## config.mk

```make
export PLATFORM = sky130hd
export DESIGN_NAME = pneumatic_compression_controller_top
export DESIGN_NICKNAME = d
export VERILOG_FILES = /design/src/sv/pcc_pkg.sv /design/src/sv/pneumatic_compression_controller_top.sv
export SDC_FILE = /design/constraint.sdc
export NUM_CORES = 1
export LEC_CHECK = 0
export BUFFER_PORTS_ARGS = -buffer_cell sky130_fd_sc_hd__buf_2
export CORE_MARGIN = 3
export CORE_UTILIZATION = 32
export CTS_BUF_LIST = sky130_fd_sc_hd__clkbuf_16
export CTS_CLUSTER_DIAMETER = 40
export DETAILED_ROUTE_END_ITERATION = 12
export HOLD_SLACK_MARGIN = 0.05
export PLACE_DENSITY = 0.58
export REMOVE_ABC_BUFFERS = 1
export SLEW_MARGIN = 20
export SYNTH_ARGS = -nofsm -noshare
export SYNTH_HDL_FRONTEND = slang
export SYNTH_SLANG_ARGS = --single-unit
```

## constraint.sdc

```tcl
create_clock -name i_clk -period 8.3 [get_ports i_clk]
set_input_delay 2.075 -clock i_clk [delete_from_list [all_inputs] [get_ports i_clk]]
set_output_delay 2.075 -clock i_clk [all_outputs]
set_load 0.005 [all_outputs]
```

## src/sv/pcc_pkg.sv

```systemverilog
// types, codes and lookup tables shared by the compression controller and its checker
package pcc_pkg;

    typedef enum logic [2:0] {
        OP_TICK   = 3'd0,
        OP_UP     = 3'd1,
        OP_DOWN   = 3'd2,
        OP_START  = 3'd3,
        OP_STOP   = 3'd4,
        OP_TOGGLE = 3'd5
    } t_op;

    typedef enum logic [1:0] {
        MODE_READY   = 2'd0,
        MODE_ERROR   = 2'd1,
        MODE_PUMPING = 2'd2,
        MODE_WORKING = 2'd3
    } t_mode;

    typedef enum logic [1:0] {
        PROG_COMP    = 2'd0,
        PROG_PULSED  = 2'd1,
        PROG_VIB     = 2'd2,
        PROG_ROTATOR = 2'd3
    } t_program;

    typedef logic [17:0] t_elapsed;
    typedef logic [9:0]  t_pressure;
    typedef logic [9:0]  t_tps;
    typedef logic [2:0]  t_power;

    typedef struct packed {
        logic relief;
        logic inflate;
        logic pump;
    } t_act;

    // result word, lowest field in the lowest bits
    typedef struct packed {
        logic [4:0] pad;
        logic       blink;
        t_power     power;
        t_program   prog;
        t_mode      mode;
        t_act       act;
    } t_result;

    localparam t_act ACT_OFF       = '{relief: 1'b0, inflate: 1'b0, pump: 1'b0};
    localparam t_act ACT_SAFE      = '{relief: 1'b1, inflate: 1'b1, pump: 1'b0};
    localparam t_act ACT_PUMP_FILL = '{relief: 1'b0, inflate: 1'b1, pump: 1'b1};

    localparam t_elapsed ELAPSED_MAX  = 18'h3FFFF;
    localparam logic [5:0] BLINK_LAST = 6'd59;
    localparam logic [2:0] PULSE_LAST = 3'd4;
    localparam logic [2:0] PULSE_OPEN_FROM = 3'd1;
    localparam t_power POWER_MAX      = 3'd4;
    localparam t_power POWER_RESET    = 3'd3;
    localparam t_tps TPS_RESET        = 10'd10;
    localparam logic [7:0] SECS_PUMP   = 8'd120;
    localparam logic [7:0] SECS_COMP   = 8'd100;
    localparam logic [7:0] SECS_PULSED = 8'd200;

    function automatic t_pressure press_limit(input t_power pw);
        case (pw)
            3'd0:    press_limit = 10'd120;
            3'd1:    press_limit = 10'd125;
            3'd2:    press_limit = 10'd130;
            3'd3:    press_limit = 10'd135;
            3'd4:    press_limit = 10'd140;
            default: press_limit = 10'd0;
        endcase
    endfunction

    function automatic logic [4:0] vib_inflate_secs(input t_power pw);
        case (pw)
            3'd0:    vib_inflate_secs = 5'd5;
            3'd1:    vib_inflate_secs = 5'd7;
            3'd2:    vib_inflate_secs = 5'd10;
            3'd3:    vib_inflate_secs = 5'd13;
            3'd4:    vib_inflate_secs = 5'd17;
            default: vib_inflate_secs = 5'd0;
        endcase
    endfunction

    function automatic logic [4:0] vib_relief_secs(input t_power pw);
        case (pw)
            3'd0:    vib_relief_secs = 5'd3;
            3'd1:    vib_relief_secs = 5'd2;
            3'd2:    vib_relief_secs = 5'd2;
            3'd3:    vib_relief_secs = 5'd1;
            3'd4:    vib_relief_secs = 5'd1;
            default: vib_relief_secs = 5'd1;
        endcase
    endfunction

endpackage

```

## src/sv/pneumatic_compression_controller_top.sv

```systemverilog
// pneumatic compression controller: button and tick items in, actuator and status items out
//
//  channel  | direction | payload
//  ---------+-----------+---------------------------------------------------------
//  s_axis   | in        | tuser op[2:0]; tdata pressure[9:0], zero pad to 16
//  m_axis   | out       | tdata pump, inflate, relief, mode[1:0], program[1:0],
//           |           |       power[2:0], blink, zero pad to 16
//  cfg      | in        | i_cfg_we / i_cfg_wdata: ticks_per_second[9:0]
//
//  one item per cycle while m_axis_tready accepts results; each item passes the input
//  register, the update logic and the result register before its result is offered
//  s_axis_tready stays high while the result register is empty or being drained
//  i_rst_n is synchronous, active low, and resets all state and both valid flags
module pneumatic_compression_controller_top (
    input  logic        i_clk,
    input  logic        i_rst_n,
    input  logic        i_cfg_we,
    input  logic [9:0]  i_cfg_wdata,     // ticks_per_second
    input  logic        s_axis_tvalid,
    output logic        s_axis_tready,
    input  logic [15:0] s_axis_tdata,    // pressure[9:0], zero pad
    input  logic [2:0]  s_axis_tuser,    // op[2:0]
    output logic        m_axis_tvalid,
    input  logic        m_axis_tready,
    output logic [15:0] m_axis_tdata     // pump, inflate, relief, mode, program, power, blink
);

    logic                 r_in_valid;
    logic [2:0]           r_op;
    pcc_pkg::t_pressure   r_pressure;
    logic                 r_out_valid;
    pcc_pkg::t_result     r_out;
    pcc_pkg::t_result     n_out;
    logic                 advance;

    pcc_pkg::t_tps        r_tps;
    pcc_pkg::t_mode       r_mode, n_mode;
    pcc_pkg::t_program    r_program, n_program;
    pcc_pkg::t_power      r_power, n_power;
    pcc_pkg::t_elapsed    r_elapsed, n_elapsed;
    logic                 r_inflate_phase, n_inflate_phase;
    logic [2:0]           r_pulse, n_pulse;
    logic                 r_vib_step, n_vib_step;
    logic [5:0]           r_blink_cnt, n_blink_cnt;
    logic                 r_blink, n_blink;
    pcc_pkg::t_act        r_act, n_act;

    pcc_pkg::t_pressure   lim_press;
    pcc_pkg::t_elapsed    lim_pump, lim_comp, lim_vib;
    logic [4:0]           vib_secs;
    logic [2:0]           pulse_next;
    pcc_pkg::t_act        act_pulsed;
    logic                 running;
    logic                 do_start_stop;

    assign advance       = r_in_valid && (!r_out_valid || m_axis_tready);
    assign s_axis_tready = !r_in_valid || advance;
    assign m_axis_tvalid = r_out_valid;
    assign m_axis_tdata  = r_out;

    always_ff @(posedge i_clk) begin
        if (!i_rst_n) begin
            r_tps <= pcc_pkg::TPS_RESET;
        end else if (i_cfg_we) begin
            r_tps <= i_cfg_wdata;
        end
    end

    always_ff @(posedge i_clk) begin
        if (!i_rst_n) begin
            r_in_valid <= 1'b0;
        end else if (s_axis_tready) begin
            r_in_valid <= s_axis_tvalid;
        end
    end

    always_ff @(posedge i_clk) begin
        if (s_axis_tready && s_axis_tvalid) begin
            r_op       <= s_axis_tuser;
            r_pressure <= s_axis_tdata[9:0];
        end
    end

    always_ff @(posedge i_clk) begin
        if (!i_rst_n) begin
            r_out_valid <= 1'b0;
        end else if (advance) begin
            r_out_valid <= 1'b1;
        end else if (m_axis_tready) begin
            r_out_valid <= 1'b0;
        end
    end

    always_ff @(posedge i_clk) begin
        if (advance) begin
            r_out <= n_out;
        end
    end

    always_ff @(posedge i_clk) begin
        if (!i_rst_n) begin
            r_mode          <= pcc_pkg::MODE_WORKING;
            r_program       <= pcc_pkg::PROG_ROTATOR;
            r_power         <= pcc_pkg::POWER_RESET;
            r_elapsed       <= '0;
            r_inflate_phase <= 1'b0;
            r_pulse         <= '0;
            r_vib_step      <= 1'b1;
            r_blink_cnt     <= '0;
            r_blink         <= 1'b0;
            r_act           <= pcc_pkg::ACT_OFF;
        end else if (advance) begin
            r_mode          <= n_mode;
            r_program       <= n_program;
            r_power         <= n_power;
            r_elapsed       <= n_elapsed;
            r_inflate_phase <= n_inflate_phase;
            r_pulse         <= n_pulse;
            r_vib_step      <= n_vib_step;
            r_blink_cnt     <= n_blink_cnt;
            r_blink         <= n_blink;
            r_act           <= n_act;
        end
    end

    // limits: pressure, and durations in ticks
    assign lim_press  = pcc_pkg::press_limit(r_power);
    assign lim_pump   = pcc_pkg::t_elapsed'(pcc_pkg::SECS_PUMP) * pcc_pkg::t_elapsed'(r_tps);
    assign lim_comp   = (r_program == pcc_pkg::PROG_COMP)
                        ? pcc_pkg::t_elapsed'(pcc_pkg::SECS_COMP) * pcc_pkg::t_elapsed'(r_tps)
                        : pcc_pkg::t_elapsed'(pcc_pkg::SECS_PULSED) * pcc_pkg::t_elapsed'(r_tps);
    assign vib_secs   = r_vib_step ? pcc_pkg::vib_relief_secs(r_power)
                                   : pcc_pkg::vib_inflate_secs(r_power);
    assign lim_vib    = pcc_pkg::t_elapsed'(vib_secs) * pcc_pkg::t_elapsed'(r_tps);
    assign pulse_next = (r_pulse == pcc_pkg::PULSE_LAST) ? 3'd0 : r_pulse + 3'd1;
    assign act_pulsed = '{relief: 1'b0, inflate: (pulse_next > pcc_pkg::PULSE_OPEN_FROM),
                          pump: 1'b1};
    assign running    = r_mode inside {pcc_pkg::MODE_PUMPING, pcc_pkg::MODE_WORKING};

    always_comb begin
        n_mode          = r_mode;
        n_program       = r_program;
        n_power         = r_power;
        n_elapsed       = r_elapsed;
        n_inflate_phase = r_inflate_phase;
        n_pulse         = r_pulse;
        n_vib_step      = r_vib_step;
        n_blink_cnt     = r_blink_cnt;
        n_blink         = r_blink;
        n_act           = r_act;
        do_start_stop   = 1'b0;

        case (pcc_pkg::t_op'(r_op))
            pcc_pkg::OP_TICK: begin
                n_act = pcc_pkg::ACT_SAFE;
                if (r_mode == pcc_pkg::MODE_PUMPING
                    && r_program inside {pcc_pkg::PROG_COMP, pcc_pkg::PROG_PULSED}) begin
                    if (r_pressure < lim_press) begin
                        n_act = pcc_pkg::ACT_PUMP_FILL;
                    end else begin
                        n_mode          = pcc_pkg::MODE_WORKING;
                        n_elapsed       = '0;
                        n_inflate_phase = 1'b1;
                    end
                    if (n_elapsed > lim_pump) begin
                        n_mode    = pcc_pkg::MODE_ERROR;
                        n_elapsed = '0;
                    end
                end else if (r_mode == pcc_pkg::MODE_WORKING
                    && r_program inside {pcc_pkg::PROG_COMP, pcc_pkg::PROG_PULSED}) begin
                    if (r_inflate_phase) begin
                        if (r_pressure < lim_press) begin
                            if (r_program == pcc_pkg::PROG_COMP) begin
                                n_act = pcc_pkg::ACT_PUMP_FILL;
                            end else begin
                                n_pulse = pulse_next;
                                n_act   = act_pulsed;
                            end
                        end else begin
                            n_inflate_phase = 1'b0;
                            n_elapsed       = '0;
                        end
                    end else if (!(r_pressure > lim_press)) begin
                        n_inflate_phase = 1'b1;
                        n_elapsed       = '0;
                    end
                    if (n_elapsed > lim_comp) begin
                        n_mode    = pcc_pkg::MODE_ERROR;
                        n_elapsed = '0;
                    end
                end else if (r_mode == pcc_pkg::MODE_WORKING
                    && r_program == pcc_pkg::PROG_VIB) begin
                    if (!r_vib_step) begin
                        n_pulse = pulse_next;
                        n_act   = act_pulsed;
                    end
                    if (r_elapsed > lim_vib) begin
                        n_vib_step = !r_vib_step;
                        n_elapsed  = '0;
                    end
                end
                n_blink_cnt = (r_blink_cnt == pcc_pkg::BLINK_LAST) ? 6'd0 : r_blink_cnt + 6'd1;
                if (r_blink_cnt == pcc_pkg::BLINK_LAST) begin
                    n_blink = !r_blink;
                end
                if (n_elapsed < pcc_pkg::ELAPSED_MAX) begin
                    n_elapsed = n_elapsed + 18'd1;
                end
            end
            pcc_pkg::OP_UP: begin
                if (running) begin
                    if (r_power < pcc_pkg::POWER_MAX) begin
                        n_power = r_power + 3'd1;
                    end
                end else if (r_program != pcc_pkg::PROG_ROTATOR) begin
                    n_program = pcc_pkg::t_program'(r_program + 2'd1);
                end
            end
            pcc_pkg::OP_DOWN: begin
                if (running) begin
                    if (r_power != 3'd0) begin
                        n_power = r_power - 3'd1;
                    end
                end else if (r_program != pcc_pkg::PROG_COMP) begin
                    n_program = pcc_pkg::t_program'(r_program - 2'd1);
                end
            end
            pcc_pkg::OP_START: begin
                do_start_stop = (r_mode == pcc_pkg::MODE_READY);
            end
            pcc_pkg::OP_STOP: begin
                do_start_stop = (r_mode != pcc_pkg::MODE_READY);
            end
            pcc_pkg::OP_TOGGLE: begin
                do_start_stop = 1'b1;
            end
            default: begin
            end
        endcase

        if (do_start_stop) begin
            n_elapsed  = '0;
            n_power    = '0;
            n_vib_step = 1'b0;
            if (r_mode == pcc_pkg::MODE_READY) begin
                n_mode = (r_program inside {pcc_pkg::PROG_COMP, pcc_pkg::PROG_PULSED})
                         ? pcc_pkg::MODE_PUMPING : pcc_pkg::MODE_WORKING;
            end else begin
                n_mode = pcc_pkg::MODE_READY;
            end
        end
    end

    always_comb begin
        n_out       = '0;
        n_out.act   = n_act;
        n_out.mode  = n_mode;
        n_out.prog  = n_program;
        n_out.power = n_power;
        n_out.blink = n_blink;
    end

endmodule

```

# Word-level counts from Yosys, hierarchy flattened
# Cells that the tools add are included.
[op_classes]
addsub = 7
mul = 4
div_mod_pow = 0
order_cmp = 8
eq_ne = 23
n_shift = 0
mux = 77
n_bitwise = 1
n_reduce_logical = 32
[op_table]
columns = ["operator", "count"]
rows = [
  ["2-to-1 mux 18 bit", 19],
  ["2-to-1 mux 3 bit", 20],
  ["one-hot mux 8 bit (5 select lines)", 1],
  ["multiplier 5 x 10 -> 15 bit, first input constant", 2],
  ["2-to-1 mux 2 bit", 13],
  ["one-hot mux 5 bit (5 select lines)", 1],
  ["nonzero test 2 bit", 10],
  ["adder 18 x 1 -> 18 bit, second input constant", 1],
  ["> comparator 18 x 15 -> 1 bit", 1],
  ["> comparator 18 x 17 -> 1 bit", 1],
  ["> comparator 18 bit", 1],
  ["< comparator 18 bit, second input constant", 1],
  ["2-to-1 mux 1 bit", 17],
  ["multiplier 5 x 10 -> 15 bit", 1],
  ["multiplier 4 x 10 -> 14 bit, first input constant", 1],
  ["inequality test 2 bit, second input constant", 7],
  ["== test 3 x 2 -> 1 bit, second input constant", 4],
  ["== test 3 bit, second input constant", 4],
  ["> comparator 10 bit", 1],
  ["< comparator 10 bit", 1],
  ["one-hot mux 2 bit (2 select lines)", 2],
  ["AND reduction 8 bit", 1],
  ["adder 3 x 1 -> 3 bit, second input constant", 2],
  ["adder 6 x 1 -> 6 bit, second input constant", 1],
  ["25 further kinds", 39],
]
[totals]
register_bits = 76
latch_bits = 0
ramBits = 0
rom_bits = 0
input_bits = 34
out_inout_bits = 18
wordCells = 176
mem_count = 0

# Longest topological paths before layout
[depth]
word_depth = 17
ltp_mapped = 38
ltp_nobuf = 36

# Least setup slack after synthesis
# OpenSTA, ideal clock, no wires.
[synth_timing]
kind = "register to register"
start = "reg r_power[0]"
end = "reg r_elapsed[15]"
setup_ns = 0.134
arrival_time_ns = 8.085
required_time_ns = 8.166
setup_slack_ns = 0.080
path_stages_with_launch = 36
n_path_buf = 1
period_less_slack_ns = 8.220
path_cell_list = "dfxtp_1 > inv_1 > ha_1 > clkbuf_1 > nor3_1 > nor3_1 > nand2_1 > fa_1 > fa_1 > fa_1 > inv_1 > ha_1 > a21oi_1 > o21ai_0 > a21o_1 > a21o_1 > a21o_1 > a41o_1 > o41a_1 > xnor2_1 > ha_1 > nand3_1 > nor4_1 > o31ai_1 > a22oi_1 > a22oi_2 > nor3_1 > nor2_1 > ha_1 > nand2_1 > nor4_2 > or3b_2 > o311ai_0 > nor4_1 > a311o_1 > o211ai_1"
[synth_via]
elab_chain_cells = 17
elab_cells_between_ends = 36
classes_between = "add/sub: 1; mul: 1; order compare: 6; eq/ne: 4; mux: 22; reduce/logical: 2"
[synth_rtl]
columns = ["element", "line", "text"]
rows = [
  ["start: declaration", "pneumatic_compression_controller_top.sv:39", "pcc_pkg::t_power r_power, n_power;"],
  ["start signal: assignment", "pneumatic_compression_controller_top.sv:104", "r_power <= pcc_pkg::POWER_RESET;"],
  ["start signal: assignment", "pneumatic_compression_controller_top.sv:115", "r_power <= n_power;"],
  ["branches (longest 11 deep; another with > comparator 18 x 15 -> 1 bit)", "n/a", ""],
  ["2-to-1 mux 18 bit (*)", "pneumatic_compression_controller_top.sv:156", "if (r_mode == pcc_pkg::MODE_PUMPING"],
  ["2-to-1 mux 18 bit (*)", "pneumatic_compression_controller_top.sv:153", "case (pcc_pkg::t_op'(r_op))"],
  ["adder 18 x 1 -> 18 bit / < comparator 18 bit (equally long branches)", "pneumatic_compression_controller_top.sv:207, pneumatic_compression_controller_top.sv:206", ""],
  ["2-to-1 mux 18 bit (*)", "pneumatic_compression_controller_top.sv:206", "if (n_elapsed < pcc_pkg::ELAPSED_MAX) begin"],
  ["2-to-1 mux 18 bit (*)", "pneumatic_compression_controller_top.sv:153", ""],
  ["2-to-1 mux 18 bit (*)", "pneumatic_compression_controller_top.sv:241", "if (do_start_stop) begin"],
  ["end signal: assignment", "pneumatic_compression_controller_top.sv:116", "r_elapsed <= n_elapsed;"],
  ["end: declaration", "pneumatic_compression_controller_top.sv:40", "pcc_pkg::t_elapsed r_elapsed, n_elapsed;"],
]
# Mark *: on every way between the ends. The select of a mux whose other input is x is not followed.
# A chain may end at the register's enable or synchronous reset.

# Worst setup path after layout
# Ends and elaborated chain as after synthesis.

==> summary.txt <==
Detailed routing
  – Number of detailed-route iterations in the first pass: 5
  – Routed Antenna Nets: 0
  – DRC violations left: 0
  – Met1 WL: 10500 um
  – Vias: 7637
  – Met3 wire length: 804 um
  – Met2 wire length: 10800 um
  – Post-DR vias/cell: 5.19
  – Routed WL: 22600 um
  – Initial DRC count: 411
  – Post-DR wirelength/cell: 15.3 um
  – Top sig layer: met4

Floorplanning
  – Die height: 172 um
  – DIE AREA: 29500 um^2
  – # rows: 60
  – Initial Utilization: 32.6%
  – Total core area: 27000 um^2
  – Die width: 172 um
  – Top-Level Pins: 52

Final layout
  – Fill cells: 2685
  – Antenna diodes: 0
  – Register Area: 1760 um^2
  – Share of layout cells above drive strength 1: 14.9%
  – Final net count: 1339
  – Multi-input logic area: 6660 um^2
  – Most common cell after layout, fill and taps aside: ha_1
  – Area grow syn2layout: 17.1%
  – Commonest cells after routing, fill and taps aside: 131 x ha_1, 108 x inv_1, 83 x nand2_1, 70 x nor2_1, 68 x buf_4

Run status
  – Status: completed

Placement
  – Post-DP HPWL: 18000 um
  – Number of port buffers: 40
  – GP Congestion: 0.887

Clock tree
  – Longest Clk Path Bufs: 2
  – Worst-path clk slew: 0.07 ns
  – Clock Sinks: 76
  – Clock Tree Root: clkbuf_16
  – CTS Hold Bufs: 0
  – Cts bufs inserted: 9
  – CTS tree: yes
  – # H-tree levels: 3
  – Postcts setup bufs: 0
  – Worst skew pair latency: 0.36 ns

Timing
  – Slew HR: 48.4%
  – Fmax: 0.127 GHz
  – Setup violators final: 0
  – Hold Vio Cnt, Final: 0
  – RSZ-0062 raised after global routing: no
  – Max Transition Viols Final: 0
  – Worst clock skew: 0.0104 ns
  – Period utilisation layout: 95.2%
  – Final min period: 7.90 ns
  – Setup TNS: 0 ns
  – Worst slew pin tran: 0.771 ns

Yosys
  – Yosys warnings: 0
  – Flops & latches, synth: 76
  – Synth unique cells: 77
  – Sequential element share of the synthesized area: 20.0%
  – Mapped Area: 8790 um^2
  – Mapped Cells: 1036
  – Synth Area per Inst: 8.49 um^2
  – Top FF cell, synth: dfxtp_1
  – Number of synthesized flops with an enable pin: 24
  – FFs w/ async S/R, synth: 0%

Global routing
  – First-pass GRT wire length: 37500 um
  – Vias in the first global route: 7474
  – Initial antenna violation count: 0
  – Global Route Usage Sum: 15.8%
  – Largest net degree at the start of global routing: 38
  – Gr ovfl total: 0

Critical path
  – Worst path max stage delay: 0.54 ns
  – WP data arrival: 8.17 ns
  – Critical path's slowest cell: fa_1
  – Crit start category: flop
  – Crit Path Category: reg -> reg
  – Worst-path fanout max: 6
  – Endpoint type of the worst setup path: flop
  – Worst EP required: 8.57 ns

Power
  – Power, Total: 0.00127 W
  – PD cells: 124 nW/um^2
  – Pleak: 4.74 nW
  – Max IR drop VDD: 126 uV

Hold path
  – Worst Hold Class: reg -> reg

Job
  – Max Cap Viol: 0
worst paths after layout:
path / depth (start not counted) / slack (ns) / from / end
min reg2reg: 2 / 0.49 / r_blink_cnt[1]$_SDFFE_PN0P_ / r_blink_cnt[1]$_SDFFE_PN0P_
min: 2 / 0.49 / r_blink_cnt[1]$_SDFFE_PN0P_ / r_blink_cnt[1]$_SDFFE_PN0P_
max: 37 / 0.40 / r_power[0]$_SDFFE_PN1P_ / r_elapsed[15]$_SDFFE_PN0P_
max reg2reg: 37 / 0.40 / r_power[0]$_SDFFE_PN1P_ / r_elapsed[15]$_SDFFE_PN0P_
layout make-up:
cell class,count,area share (%)
Clock buffer,9,2.19
Clock inverter,7,0.717
Inverter,109,3.97
Multi-Input combinational cell,820,64.7
Sequential cell,76,17.1
Tap cell,341,4.14
Timing Repair Buffer,109,7.10
Yosys cell counts (24+ instances only):
| library cell | n | area (um^2) |
|---|---|---|
| ha_1 | 134 | 1680 |
| inv_1 | 108 | 405 |
| nand2_1 | 85 | 319 |
| nor2_1 | 73 | 274 |
| a21oi_1 | 55 | 275 |
| dfxtp_1 | 52 | 1040 |
| o21ai_0 | 48 | 240 |
| fa_1 | 46 | 921 |
| and2_1 | 42 | 263 |
| clkbuf_1 | 27 | 101 |
| edfxtp_1 | 24 | 721 |
| nand3_1 | 24 | 120 |
| nor3_1 | 24 | 120 |
per-stage QoR:
step | hold slack, ns | worst slack, ns | cell area [um^2] | cells | utilization [%]
after detailed placement | 0.484 | -0.182 | 9810 | 1455 | 36.4
after CTS | 0.496 | 0.00276 | 10100 | 1471 | 37.6
after global routing | 0.531 | 0.0222 | 10300 | 1471 | 38.2
after floorplan | 0.454 | 0.148 | 8650 | 1005 | -
after global placement | 0.471 | -0.161 | 9810 | 1455 | 36.4
final | 0.494 | 0.395 | 10300 | 1471 | 38.2
repair_timing:
action,4_1_cts,5_1_grt
cloned,0,0
setup endpoints to repair,3,18
pin swaps,0,19
gates resized for setup,6,30
per-layer routing:
metal,global-route usage (%),up-vias
met5,0,-
met4,5.28,0
met2,26.4,129
met1,21.2,3654
met3,1.68,29
li1,-,3825
cell families (layout without fill, tap and decap cells):
kind of cell | count (synthesis) | after routing | synth area share, %
compound gates | 217 | 217 | 16.8
xor+xnor | 32 | 32 | 3.19
fa+ha+maj | 180 | 180 | 29.5
buf+inv | 144 | 234 | 6.38
flops | 76 | 76 | 20.0
mux | 24 | 24 | 2.75
other cells | 1 | 5 | 0.0427
simple gates | 362 | 362 | 21.2
sequential cells by signal, indices dropped and copies added, names as in the netlist, 2 cells and up:
| register | flops |
|---|---|
| r_op | 3 |
| r_program | 2 |
| r_pressure | 10 |
| r_blink_cnt | 6 |
| r_power | 3 |
| m_axis_tdata | 11 |
| r_mode | 2 |
| r_tps | 10 |
| r_elapsed | 18 |
| r_act | 3 |
| r_pulse | 3 |
worst max-delay path: cells and delay by family, from the launching register on:
kind | cells | cell delay (ns)
flip-flops | 1 | 0.33
AND/OR/NAND/NOR | 10 | 1.36
adder cells (fa/ha/maj) | 7 | 2.53
buffers and inverters | 6 | 0.59
AO/OA/AOI/OAI | 13 | 2.76
XOR/XNOR | 1 | 0.24
report_power, final:
part | internal, W | total [W] | leakage (nW) | switching (W)
combinational | 0.000198 | 0.000459 | 3.94 | 0.000262
clock | 0.000213 | 0.000404 | 0.148 | 0.000191
sequential | 0.000397 | 0.000410 | 0.647 | 0.0000131
Note: power is estimated with default switching activity, not from simulation.
